`src/hdl/mfs_pkg.sv`:
```
// ----------------------------------------------------------------------------
// mfs_pkg
// shared types and codes for the mirror fold sequencer
// ----------------------------------------------------------------------------
package mfs_pkg;

    localparam int unsigned POS_W  = 16;
    localparam int unsigned IDX_W  = 3;
    localparam int unsigned DATA_W = 16;

    typedef logic [POS_W-1:0] t_pos;

    // item kinds
    typedef enum logic [1:0] {
        OP_TICK   = 2'd0,
        OP_FOLD   = 2'd1,
        OP_UNFOLD = 2'd2,
        OP_CANCEL = 2'd3
    } t_opcode;

    // movement commands
    typedef enum logic [1:0] {
        CMD_IDLE   = 2'd0,
        CMD_FOLD   = 2'd1,
        CMD_UNFOLD = 2'd2
    } t_cmd;

    // abort reasons
    typedef enum logic [2:0] {
        AB_NONE        = 3'd0,
        AB_LOW_PRIO    = 3'd1,
        AB_POS_ERROR   = 3'd2,
        AB_UNREACHABLE = 3'd3,
        AB_REACHED     = 3'd4
    } t_abort;

    // glass adjust status codes
    localparam logic [1:0] GLASS_RUNNING  = 2'd0;
    localparam logic [1:0] GLASS_FINISHED = 2'd1;
    localparam logic [1:0] GLASS_ABORTED  = 2'd2;

    // register indexes
    localparam logic [IDX_W-1:0] REG_FOLD_OFFSET     = 3'd0;
    localparam logic [IDX_W-1:0] REG_DEFAULT_DRIVE_X = 3'd1;
    localparam logic [IDX_W-1:0] REG_DEFAULT_DRIVE_Y = 3'd2;
    localparam logic [IDX_W-1:0] REG_GLASS_PRIORITY  = 3'd3;
    localparam logic [IDX_W-1:0] REG_FOLD_LOW_STOP_X = 3'd4;
    localparam logic [IDX_W-1:0] REG_UPPER_STOP_Y    = 3'd5;
    localparam logic [IDX_W-1:0] REG_LOWER_STOP_Y    = 3'd6;
    localparam logic [IDX_W-1:0] REG_BLOCK_DETECT    = 3'd7;

endpackage

```
`src/hdl/mirror_fold_sequencer_top.sv`:
```
// ----------------------------------------------------------------------------
// mirror_fold_sequencer_top
// fold / unfold sequencer with abort checks, position save and glass follow
// ----------------------------------------------------------------------------
//
//  channel   direction  handshake                 payload
//  --------  ---------  ------------------------  -------------------------------
//  in        in         i_in_valid / o_in_ready   opcode, adjust, status, position
//  out       out        o_out_valid / i_out_ready accepted, commands, targets ...
//  cfg       in         i_cfg_we                  i_cfg_index, i_cfg_data
//
//  one transaction per cycle sustained while the result side keeps taking
//  results; each input passes the input register, then the result register
//  the decision logic plus the 16-bit fold target and y midpoint adds sit
//  between the two registers; state updates when the input stage advances
//  reset is synchronous, active low; clears control state and all settings
//  a stalled result holds the input stage, which in turn drops o_in_ready
//
module mirror_fold_sequencer_top (
    input  logic                       i_clk,
    input  logic                       i_rst_n,
    // input channel
    input  logic                       i_in_valid,
    output logic                       o_in_ready,
    input  mfs_pkg::t_opcode           i_opcode,
    input  logic                       i_manual_adjust_req,
    input  logic                       i_auto_adjust_req,
    input  logic                       i_position_error,
    input  logic                       i_motor_blocked,
    input  logic [1:0]                 i_glass_status,
    input  logic                       i_storage_busy,
    input  mfs_pkg::t_pos              i_current_x,
    input  mfs_pkg::t_pos              i_current_y,
    // result channel
    output logic                       o_out_valid,
    input  logic                       i_out_ready,
    output logic                       o_accepted,
    output mfs_pkg::t_cmd              o_pending_cmd_out,
    output mfs_pkg::t_cmd              o_active_cmd_out,
    output logic                       o_auto_adjust_on,
    output mfs_pkg::t_pos              o_target_x_out,
    output mfs_pkg::t_pos              o_target_y_out,
    output mfs_pkg::t_abort            o_abort_reason_out,
    output logic                       o_storage_write,
    // configuration write port
    input  logic                       i_cfg_we,
    input  logic [mfs_pkg::IDX_W-1:0]  i_cfg_index,
    input  logic [mfs_pkg::DATA_W-1:0] i_cfg_data
);
    import mfs_pkg::*;

    // settings
    t_pos r_fold_offset;
    t_pos r_default_drive_x;
    t_pos r_default_drive_y;
    logic r_glass_has_priority;
    t_pos r_fold_low_stop_x;
    t_pos r_upper_stop_y;
    t_pos r_lower_stop_y;
    logic r_block_detect_enable;

    // input stage
    logic       r_in_valid;
    t_opcode    r_opcode;
    logic       r_adj_req;
    logic       r_position_error;
    logic       r_motor_blocked;
    logic [1:0] r_glass_status;
    logic       r_storage_busy;
    t_pos       r_current_x;
    t_pos       r_current_y;

    // sequencer state
    t_cmd   r_pending_cmd,  n_pending_cmd;
    t_cmd   r_previous_cmd, n_previous_cmd;
    t_cmd   r_active_cmd,   n_active_cmd;
    logic   r_auto_flag,    n_auto_flag;
    t_abort r_abort_reason, n_abort_reason;
    t_pos   r_target_x,     n_target_x;
    t_pos   r_target_y,     n_target_y;
    t_pos   r_saved_x,      n_saved_x;
    t_pos   r_saved_y,      n_saved_y;
    logic   r_save_allowed, n_save_allowed;
    logic   n_accepted;
    logic   n_storage_write;

    // result register
    logic   r_out_valid;
    logic   r_accepted;
    logic   r_storage_write;

    logic   w_advance;
    t_abort w_reason;
    logic   w_is_new;
    logic [POS_W:0] w_y_sum;
    t_pos   w_fold_x;

    // the input stage moves on when the result register is free or being taken
    assign w_advance  = r_in_valid && (!r_out_valid || i_out_ready);
    assign o_in_ready = !r_in_valid || w_advance;

    // configuration
    always_ff @(posedge i_clk) begin
        if (!i_rst_n) begin
            r_fold_offset         <= '0;
            r_default_drive_x     <= '0;
            r_default_drive_y     <= '0;
            r_glass_has_priority  <= 1'b0;
            r_fold_low_stop_x     <= '0;
            r_upper_stop_y        <= '0;
            r_lower_stop_y        <= '0;
            r_block_detect_enable <= 1'b0;
        end else if (i_cfg_we) begin
            case (i_cfg_index)
                REG_FOLD_OFFSET:     r_fold_offset         <= i_cfg_data[POS_W-1:0];
                REG_DEFAULT_DRIVE_X: r_default_drive_x     <= i_cfg_data[POS_W-1:0];
                REG_DEFAULT_DRIVE_Y: r_default_drive_y     <= i_cfg_data[POS_W-1:0];
                REG_GLASS_PRIORITY:  r_glass_has_priority  <= i_cfg_data[0];
                REG_FOLD_LOW_STOP_X: r_fold_low_stop_x     <= i_cfg_data[POS_W-1:0];
                REG_UPPER_STOP_Y:    r_upper_stop_y        <= i_cfg_data[POS_W-1:0];
                REG_LOWER_STOP_Y:    r_lower_stop_y        <= i_cfg_data[POS_W-1:0];
                REG_BLOCK_DETECT:    r_block_detect_enable <= i_cfg_data[0];
                default: ;
            endcase
        end
    end

    // input register; manual and auto requests are merged into one adjust request (OR)
    always_ff @(posedge i_clk) begin
        if (!i_rst_n) begin
            r_in_valid <= 1'b0;
        end else if (o_in_ready) begin
            r_in_valid <= i_in_valid;
        end
    end

    always_ff @(posedge i_clk) begin
        if (i_in_valid && o_in_ready) begin
            r_opcode         <= i_opcode;
            r_adj_req        <= i_manual_adjust_req | i_auto_adjust_req;
            r_position_error <= i_position_error;
            r_motor_blocked  <= i_motor_blocked;
            r_glass_status   <= i_glass_status;
            r_storage_busy   <= i_storage_busy;
            r_current_x      <= i_current_x;
            r_current_y      <= i_current_y;
        end
    end

    // fold targets: x wraps at 16 bits, y midpoint from a 17-bit sum
    assign w_fold_x = r_fold_low_stop_x + r_fold_offset;
    assign w_y_sum  = {1'b0, r_upper_stop_y} + {1'b0, r_lower_stop_y};
    assign w_is_new = (r_pending_cmd != r_previous_cmd);

    // abort check in priority order
    always_comb begin
        if (r_position_error) begin
            w_reason = AB_POS_ERROR;
        end else if (r_adj_req && !r_glass_has_priority && !r_auto_flag &&
                     r_pending_cmd != CMD_IDLE) begin
            w_reason = AB_LOW_PRIO;
        end else if (r_block_detect_enable && r_motor_blocked) begin
            w_reason = AB_UNREACHABLE;
        end else begin
            w_reason = AB_NONE;
        end
    end

    // one step of the sequencer
    always_comb begin
        n_pending_cmd   = r_pending_cmd;
        n_previous_cmd  = r_previous_cmd;
        n_active_cmd    = r_active_cmd;
        n_auto_flag     = r_auto_flag;
        n_abort_reason  = r_abort_reason;
        n_target_x      = r_target_x;
        n_target_y      = r_target_y;
        n_saved_x       = r_saved_x;
        n_saved_y       = r_saved_y;
        n_save_allowed  = r_save_allowed;
        n_accepted      = 1'b0;
        n_storage_write = 1'b0;

        case (r_opcode)
            OP_TICK: begin
                if (w_reason != AB_NONE) begin
                    n_pending_cmd  = CMD_IDLE;
                    n_active_cmd   = CMD_IDLE;
                    n_auto_flag    = 1'b0;
                    n_abort_reason = w_reason;
                end else if (r_pending_cmd == CMD_FOLD && w_is_new) begin
                    // position saved once per fold until re-allowed
                    if (!r_storage_busy && r_save_allowed) begin
                        n_saved_x       = r_current_x;
                        n_saved_y       = r_current_y;
                        n_save_allowed  = 1'b0;
                        n_storage_write = 1'b1;
                    end
                    n_target_x     = w_fold_x;
                    n_target_y     = w_y_sum[POS_W:1];
                    n_auto_flag    = 1'b1;
                    n_active_cmd   = CMD_FOLD;
                    n_abort_reason = AB_NONE;
                end else if (r_pending_cmd == CMD_UNFOLD && w_is_new) begin
                    // zero in either saved axis means nothing saved
                    if (r_saved_x != '0 && r_saved_y != '0) begin
                        n_target_x = r_saved_x;
                        n_target_y = r_saved_y;
                    end else begin
                        n_target_x = r_default_drive_x;
                        n_target_y = r_default_drive_y;
                    end
                    n_active_cmd   = CMD_UNFOLD;
                    n_auto_flag    = 1'b1;
                    n_abort_reason = AB_NONE;
                end else if (r_auto_flag) begin
                    if (r_glass_status == GLASS_FINISHED) begin
                        n_pending_cmd  = CMD_IDLE;
                        n_active_cmd   = CMD_IDLE;
                        n_auto_flag    = 1'b0;
                        n_abort_reason = AB_REACHED;
                    end else if (r_glass_status == GLASS_ABORTED) begin
                        n_pending_cmd  = CMD_IDLE;
                        n_active_cmd   = CMD_IDLE;
                        n_auto_flag    = 1'b0;
                        n_abort_reason = AB_UNREACHABLE;
                    end
                end
                // re-allow save; sees a save cleared earlier in this same tick
                if (!n_save_allowed && r_adj_req && !r_storage_busy) begin
                    n_save_allowed  = 1'b1;
                    n_storage_write = 1'b1;
                end
                n_previous_cmd = n_pending_cmd;
            end
            OP_FOLD, OP_UNFOLD: begin
                if (r_pending_cmd == CMD_IDLE) begin
                    n_pending_cmd = (r_opcode == OP_FOLD) ? CMD_FOLD : CMD_UNFOLD;
                    n_accepted    = 1'b1;
                end
            end
            OP_CANCEL: begin
                if (r_pending_cmd != CMD_IDLE) begin
                    n_pending_cmd  = CMD_IDLE;
                    n_active_cmd   = CMD_IDLE;
                    n_auto_flag    = 1'b0;
                    n_abort_reason = AB_LOW_PRIO;
                    n_accepted     = 1'b1;
                end
            end
            default: ;
        endcase
    end

    // state and result register update together
    always_ff @(posedge i_clk) begin
        if (!i_rst_n) begin
            r_pending_cmd  <= CMD_IDLE;
            r_previous_cmd <= CMD_IDLE;
            r_active_cmd   <= CMD_IDLE;
            r_auto_flag    <= 1'b0;
            r_abort_reason <= AB_NONE;
            r_target_x     <= '0;
            r_target_y     <= '0;
            r_saved_x      <= '0;
            r_saved_y      <= '0;
            r_save_allowed <= 1'b1;
        end else if (w_advance) begin
            r_pending_cmd  <= n_pending_cmd;
            r_previous_cmd <= n_previous_cmd;
            r_active_cmd   <= n_active_cmd;
            r_auto_flag    <= n_auto_flag;
            r_abort_reason <= n_abort_reason;
            r_target_x     <= n_target_x;
            r_target_y     <= n_target_y;
            r_saved_x      <= n_saved_x;
            r_saved_y      <= n_saved_y;
            r_save_allowed <= n_save_allowed;
        end
    end

    always_ff @(posedge i_clk) begin
        if (!i_rst_n) begin
            r_out_valid <= 1'b0;
        end else if (w_advance) begin
            r_out_valid <= 1'b1;
        end else if (i_out_ready) begin
            r_out_valid <= 1'b0;
        end
    end

    always_ff @(posedge i_clk) begin
        if (w_advance) begin
            r_accepted      <= n_accepted;
            r_storage_write <= n_storage_write;
        end
    end

    // the result shows the state after the step, so it reads the state registers
    assign o_out_valid        = r_out_valid;
    assign o_accepted         = r_accepted;
    assign o_pending_cmd_out  = r_pending_cmd;
    assign o_active_cmd_out   = r_active_cmd;
    assign o_auto_adjust_on   = r_auto_flag;
    assign o_target_x_out     = r_target_x;
    assign o_target_y_out     = r_target_y;
    assign o_abort_reason_out = r_abort_reason;
    assign o_storage_write    = r_storage_write;

`ifndef NO_ASSERTIONS
    // a movement runs exactly while the auto adjust command is on
    a_active_auto: assert property (@(posedge i_clk) disable iff (!i_rst_n)
        r_auto_flag == (r_active_cmd != CMD_IDLE))
        else $error("active command and auto adjust flag disagree");

    // clearing the save flag always comes with a storage write
    a_save_write: assert property (@(posedge i_clk) disable iff (!i_rst_n)
        $fell(r_save_allowed) |-> (r_out_valid && r_storage_write))
        else $error("save flag cleared without storage write");

    // state only changes when a transaction leaves the input stage
    a_state_hold: assert property (@(posedge i_clk) disable iff (!i_rst_n)
        !w_advance |=> ($stable(r_pending_cmd) && $stable(r_target_x) &&
                        $stable(r_saved_x)))
        else $error("sequencer state changed without a step");
`endif

endmodule

```
`config.mk`:
```
export PLATFORM = sky130hd
export DESIGN_NAME = mirror_fold_sequencer_top
export DESIGN_NICKNAME = d
export VERILOG_FILES = /design/src/hdl/mfs_pkg.sv /design/src/hdl/mirror_fold_sequencer_top.sv
export SDC_FILE = /design/constraint.sdc
export NUM_CORES = 1
export LEC_CHECK = 0
export BUFFER_PORTS_ARGS = -buffer_cell sky130_fd_sc_hd__buf_2
export CAP_MARGIN = 10
export CORE_MARGIN = 4
export CORE_UTILIZATION = 37
export CTS_BUF_LIST = sky130_fd_sc_hd__clkbuf_4 sky130_fd_sc_hd__clkbuf_8
export DETAILED_ROUTE_END_ITERATION = 16
export GPL_TIMING_DRIVEN = 0
export SLEW_MARGIN = 25
export SYNTH_ARGS = -nofsm -noshare
export SYNTH_HDL_FRONTEND = slang
export SYNTH_SLANG_ARGS = --single-unit
```
`constraint.sdc`:
```
create_clock -name i_clk -period 3.07 [get_ports i_clk]
set_input_delay 0.614 -clock i_clk [delete_from_list [all_inputs] [get_ports i_clk]]
set_output_delay 0.614 -clock i_clk [all_outputs]
set_load 0.005 [all_outputs]
```
# Word-level counts from Yosys, hierarchy flattened
# Cells that the tools add are included.
# op_classes
add_sub_neg	2
n_eq_ne	19
muxes	56
bitwise_logic	2
n_reduce_logical	45
# ops
op	count
two-way mux 16 bit	6
two-way mux 2 bit	18
nonzero test 16 bit	2
two-way mux 3 bit	7
two-way mux 1 bit	20
AND reduction 2 bit	9
adder 16 x 16 -> 17 bit	1
adder 16 bit	1
equality test 3 bit, second input constant	4
logical AND 1 bit	12
AND reduction 5 bit	2
equality test 2 bit, second input constant	4
nonzero test 2 bit	4
equality test 2 x 1 -> 1 bit, second input constant	3
equality test 3 x 2 -> 1 bit, second input constant	2
logical NOT 1 bit	6
!= test 6 bit, second input constant	1
case mux 2 bit (3 select lines)	1
case mux 3 bit (2 select lines)	1
AND reduction 3 bit	2
!= test 5 bit, second input constant	1
logical NOT 2 bit	2
!= test 2 bit, second input constant	2
case mux 1 bit (2 select lines)	2
10 further kinds	11
# totals
ff_bits	217
in_bits	65

# Depth between registers and ports, before layout
# depth
ltp_word	13
ltp_mapped	9
ltp_nobuf	9

# Worst setup path before layout
# No wires, ideal clock.
# synth_path
kind	reg2reg
from	reg r_upper_stop_y[0]
to	reg r_target_y[15] (netlist: o_target_y_out[15])
arrival_time_ns	2.053
required_ns	2.943
setup_slack_ns	0.890
stages_incl_launch_ff	9
cell_sequence	dfxtp_1 > and2_1 > fa_1 > a21o_1 > a221oi_2 > o211a_1 > o31ai_1 > a2111oi_0 > o21ai_1
# synth_via
elab_chain_cells	2
# synth_rtl
item	line_no	text
start: declaration	mirror_fold_sequencer_top.sv:58	t_pos r_upper_stop_y;
start signal: assignment	mirror_fold_sequencer_top.sv:120	REG_UPPER_STOP_Y: r_upper_stop_y <= i_cfg_data[POS_W-1:0];
adder 16 x 16 -> 17 bit	mirror_fold_sequencer_top.sv:152	assign w_y_sum = {1'b0, r_upper_stop_y} + {1'b0, r_lower_stop_y};
two-way mux 16 bit	mirror_fold_sequencer_top.sv:191	end else if (r_pending_cmd == CMD_FOLD && w_is_new) begin
end signal: assignment	mirror_fold_sequencer_top.sv:275	r_target_y <= n_target_y;
end: declaration	mirror_fold_sequencer_top.sv:80	t_pos r_target_y, n_target_y;
# Every way passes these cells.
# A chain may end at the register's enable or synchronous reset.

# Final worst setup path
# layout_path
from	reg r_pending_cmd[0] (netlist: o_pending_cmd_out[0])
to	reg r_target_x[12] (netlist: o_target_x_out[12])
# layout_via
elab_chain_cells	7
word_cells_on_any_way	14
cone_classes	eq/ne: 3; mux: 3; bitwise: 1; reduce/logical: 7
# layout_rtl
item	line_no	text
start: declaration	mirror_fold_sequencer_top.sv:74	t_cmd r_pending_cmd, n_pending_cmd;
start signal: assignment	mirror_fold_sequencer_top.sv:269	r_pending_cmd <= n_pending_cmd;
nonzero test 2 bit	mirror_fold_sequencer_top.sv:160	r_pending_cmd != CMD_IDLE) begin
logical AND 1 bit	mirror_fold_sequencer_top.sv:159	end else if (r_adj_req && !r_glass_has_priority && !r_auto_flag &&
two-way mux 2 bit	mirror_fold_sequencer_top.sv:159	
two-way mux 2 bit	mirror_fold_sequencer_top.sv:157	if (r_position_error) begin
nonzero test 3 bit	mirror_fold_sequencer_top.sv:186	if (w_reason != AB_NONE) begin
NOT 1 bit (no line)	-	
AND reduction 4 bit (no line)	-	
end signal: assignment	mirror_fold_sequencer_top.sv:274	r_target_x <= n_target_x;
end: declaration	mirror_fold_sequencer_top.sv:79	t_pos r_target_x, n_target_x;
# Parallel ways exist; a longest one is shown, timed or not.

==> out/qor.txt <==
Initial DRC count - 538
Post-synth EDFFs - 42
Synth Flop Type - dfxtp_1
Seq/Total Area, Yosys - 0.466
R2R Setup Slk - 0.41 ns
Reg2reg path depth - 7
Reg-to-reg critical path endpoint - o_target_x_out[12]
Synth warn - 0
Sequential Area - 4760 um2
Clk slew on worst S/H paths - 0.06 ns
Psw - 1.53 mW
Inserted Diodes - 0
Initial Util - 0.378
Max-Cap Viols - 0
Die X - 174 um
Die Y - 174 um
Synthesized area - 10200 um2
IO buf count - 104
Min-delay worst type - input port to register
Hold-fix buffers at CTS - 0
Largest net degree at the start of global routing - 31
WL/cell - 18.4 um
# setup viols final - 0
Resized Gates After CTS - 0
# H-tree levels - 2
Average cell area after synthesis - 9.02 um2
Pwr Density - 516 nW/um2
Post-place setup slack - 0.440 ns
Met3 usage - 0.0359
Peak VDD IR - 0.000289 V
Hold endpoint - r_current_x[4]
Initial antenna violation count - 1
Placed Instances - 1611
Leak - 4.80 nW
Max-slew violation count - 0
Area Growth Syn to Fin - 17.8%
Worst r2r src - o_pending_cmd_out[0]
Seq cells post-synth - 217
First-pass GRT wire length - 47800 um
RSZ-0062 raised after global routing - no
Clk_lat worst skew - 0.56 ns
Vias in the first global route - 8494
Most common cell after layout, fill and taps aside - nand2_1
Launch point of the worst hold path - i_current_x[4]
Achievable clock frequency - 376 MHz
First-pass detailed-route iteration total - 7
Overall routed net length - 31000 um
Total Routing Usage GR - 0.200
Share of total power in sequential cells - 0.483
Core Util, Final - 0.445
Area of the multi-input gates - 5170 um2
Outcome - complete, no violations
Crit Path Max Fanout - 10
Remaining DRCs - 0
Site Rows - 60
Die ar. - 30400 um2
Gr busiest metal - met2
Fillers - 2735
CP Launch Type - register
Worst-Margin Slew - 0.971 ns
Pint - 4.69 mW
Worst Path Arrival - 3.07 ns
Via density - 5.26
Setup TNS - 0 ns
Final worst-path cycle share - 0.865
Worst rel slew slack - 0.347
IO Count - 109
GRT met1 Usage - 0.283
Max Clock Skew - 0.0308 ns
Clock tree root driver cell - clkbuf_8
Met2 Usage GRT - 0.311
Unique masters post-synth - 72
# Post-CTS Setup Buffers - 0
Layout cell share with drive strength beyond 1 - 0.155
Post-Syn Instances - 1134
Final hold vios - 0
Critical Path End Type - register
Finished layout cell area - 12100 um2
Grt ovf - 0
GPL Wtd Cong - 0.910
Core footprint - 27100 um2
Nets@finish - 1384
Non-filler cells, final - 1679
Vias - 8824
Clock group share of total power - 0.454
Net Count, Synth - 1237
Post-synthesis async set-or-reset flop share - 0
TritonCTS Buffers - 40
Crit path time final - 2.66 ns
Max clock buf depth - 3
Area after DPL - 11200 um2
Dpl hpwl - 22700 um
Clock Sinks - 217
Combinational power share - 0.063
Commonest non-fill, non-tap cells in the layout - 303 x nand2_1, 175 x dfxtp_1, 113 x buf_2
Hold path cells - 1
Slack of the critical path - 0.413 ns
Sw frac - 0.246
Req. time, crit path - 3.48 ns
CTS tree - done
Critical path class - register to register
Final antenna-violating net count - 0
-- worst max-delay path: stages (launching register included) --
cell and delay, ns:
dfxtp_1 0.47, and2b_1 0.25, and2_1 0.14, clkbuf_1 0.49
clkbuf_1 0.69, o211ai_1 0.22, o211ai_1 0.17, nand3_1 0.09
-- synthesized netlist by cell type, types with 2 or more instances --
cell type / n / area, um2
edfxtp_1: 42 / 1260
a21oi_1: 39 / 195
nor2_1: 31 / 116
nand3_1: 30 / 150
buf_6: 3 / 33.8
buf_2: 9 / 45.0
nand2_1: 303 / 1140
nor3b_1: 3 / 22.5
o211ai_1: 9 / 67.6
a31o_1: 4 / 35.0
mux2_2: 3 / 33.8
mux2_1: 10 / 113
nor3_1: 8 / 40.0
a31oi_1: 3 / 18.8
a211oi_1: 11 / 82.6
and2_1: 9 / 56.3
o21ai_0: 26 / 130
o21a_1: 7 / 52.6
nand4_1: 9 / 56.3
buf_1: 3 / 11.3
a21o_1: 16 / 120
dfxtp_1: 175 / 3500
a311oi_1: 2 / 17.5
xnor2_1: 12 / 105
a21boi_0: 40 / 300
inv_1: 13 / 48.8
o21ai_1: 21 / 105
o211a_1: 2 / 20.0
fa_1: 2 / 40.0
nor4_1: 8 / 50.1
nand2b_1: 11 / 68.8
mux2i_1: 25 / 250
o31ai_1: 3 / 22.5
or3_1: 2 / 12.5
xor2_1: 7 / 61.3
nor2b_1: 14 / 87.6
a22o_1: 8 / 70.1
a2bb2oi_1: 3 / 26.3
clkbuf_1: 40 / 150
ha_1: 36 / 450
and3_1: 6 / 37.5
a21boi_1: 96 / 721
-- final cells by class --
cell class,instances,share of cell area
clock buffer,60,0.0623
buffer,56,0.0206
multi-input combinational,848,0.429
sequential,217,0.395
clock inverter,8,0.00509
timing repair buffer,105,0.0449
inverter,13,0.00405
tap,372,0.0386
-- logic make-up after synthesis --
group / count (synthesis) / share of synthesized area
compound gates: 309 / 0.215
xor+xnor: 19 / 0.0163
fa+ha+maj: 38 / 0.0479
buf+inv: 69 / 0.0290
flops: 217 / 0.466
mux: 38 / 0.0388
simple gates: 444 / 0.188
-- layer usage --
layer | vias to the layer above | share of wire
met5 | - | 0
met4 | 0 | 0.024
met3 | 53 | 0.072
met2 | 315 | 0.44
met1 | 4179 | 0.46
li1 | 4277 | -
-- flip-flops by register name, indices dropped and copies added (netlist names), 3 cells and up --
| name | flops |
|---|---|
| o_target_y_out | 16 |
| r_current_y | 16 |
| r_saved_x | 16 |
| r_lower_stop_y | 16 |
| r_fold_offset | 16 |
| r_default_drive_y | 16 |
| r_saved_y | 16 |
| r_upper_stop_y | 16 |
| r_current_x | 16 |
| o_abort_reason_out | 3 |
| o_target_x_out | 16 |
| r_default_drive_x | 16 |
| r_fold_low_stop_x | 16 |
-- metrics by stage --
stage,power [mW],hold WS [ns]
2_1_floorplan,3.28,0.430
3_3_place_gp,3.45,0.438
3_5_place_dp,3.46,0.445
4_1_cts,6.27,0.197
5_1_grt,6.47,0.191
6_report,6.22,0.226
-- power groups by stage --
stage               clock, mW  combinational [mW]  sequential (mW)
detailed placement          0               0.389             3.07
global route             3.03               0.428             3.01
global placement            0               0.380             3.07
finish                   2.82               0.392             3.01
CTS                      2.88               0.390             3.01
floorplan                   0               0.219             3.06
-- worst max-delay path by stage --
stage	end	slack, ns	cells past startpoint	from
4_1_cts	r_saved_y[1]	0.44	8	r_opcode[0]
5_1_grt	r_saved_x[13]	0.22	8	r_opcode[1]
2_1_floorplan	o_target_y_out[15]	0.89	8	r_upper_stop_y[0]
3_3_place_gp	r_current_y[0]	0.39	4	i_out_ready
6_report	o_target_x_out[12]	0.41	7	o_pending_cmd_out[0]
3_5_place_dp	r_saved_y[1]	0.44	8	r_opcode[0]
No activity file was read; power rests on OpenSTA's default activity.
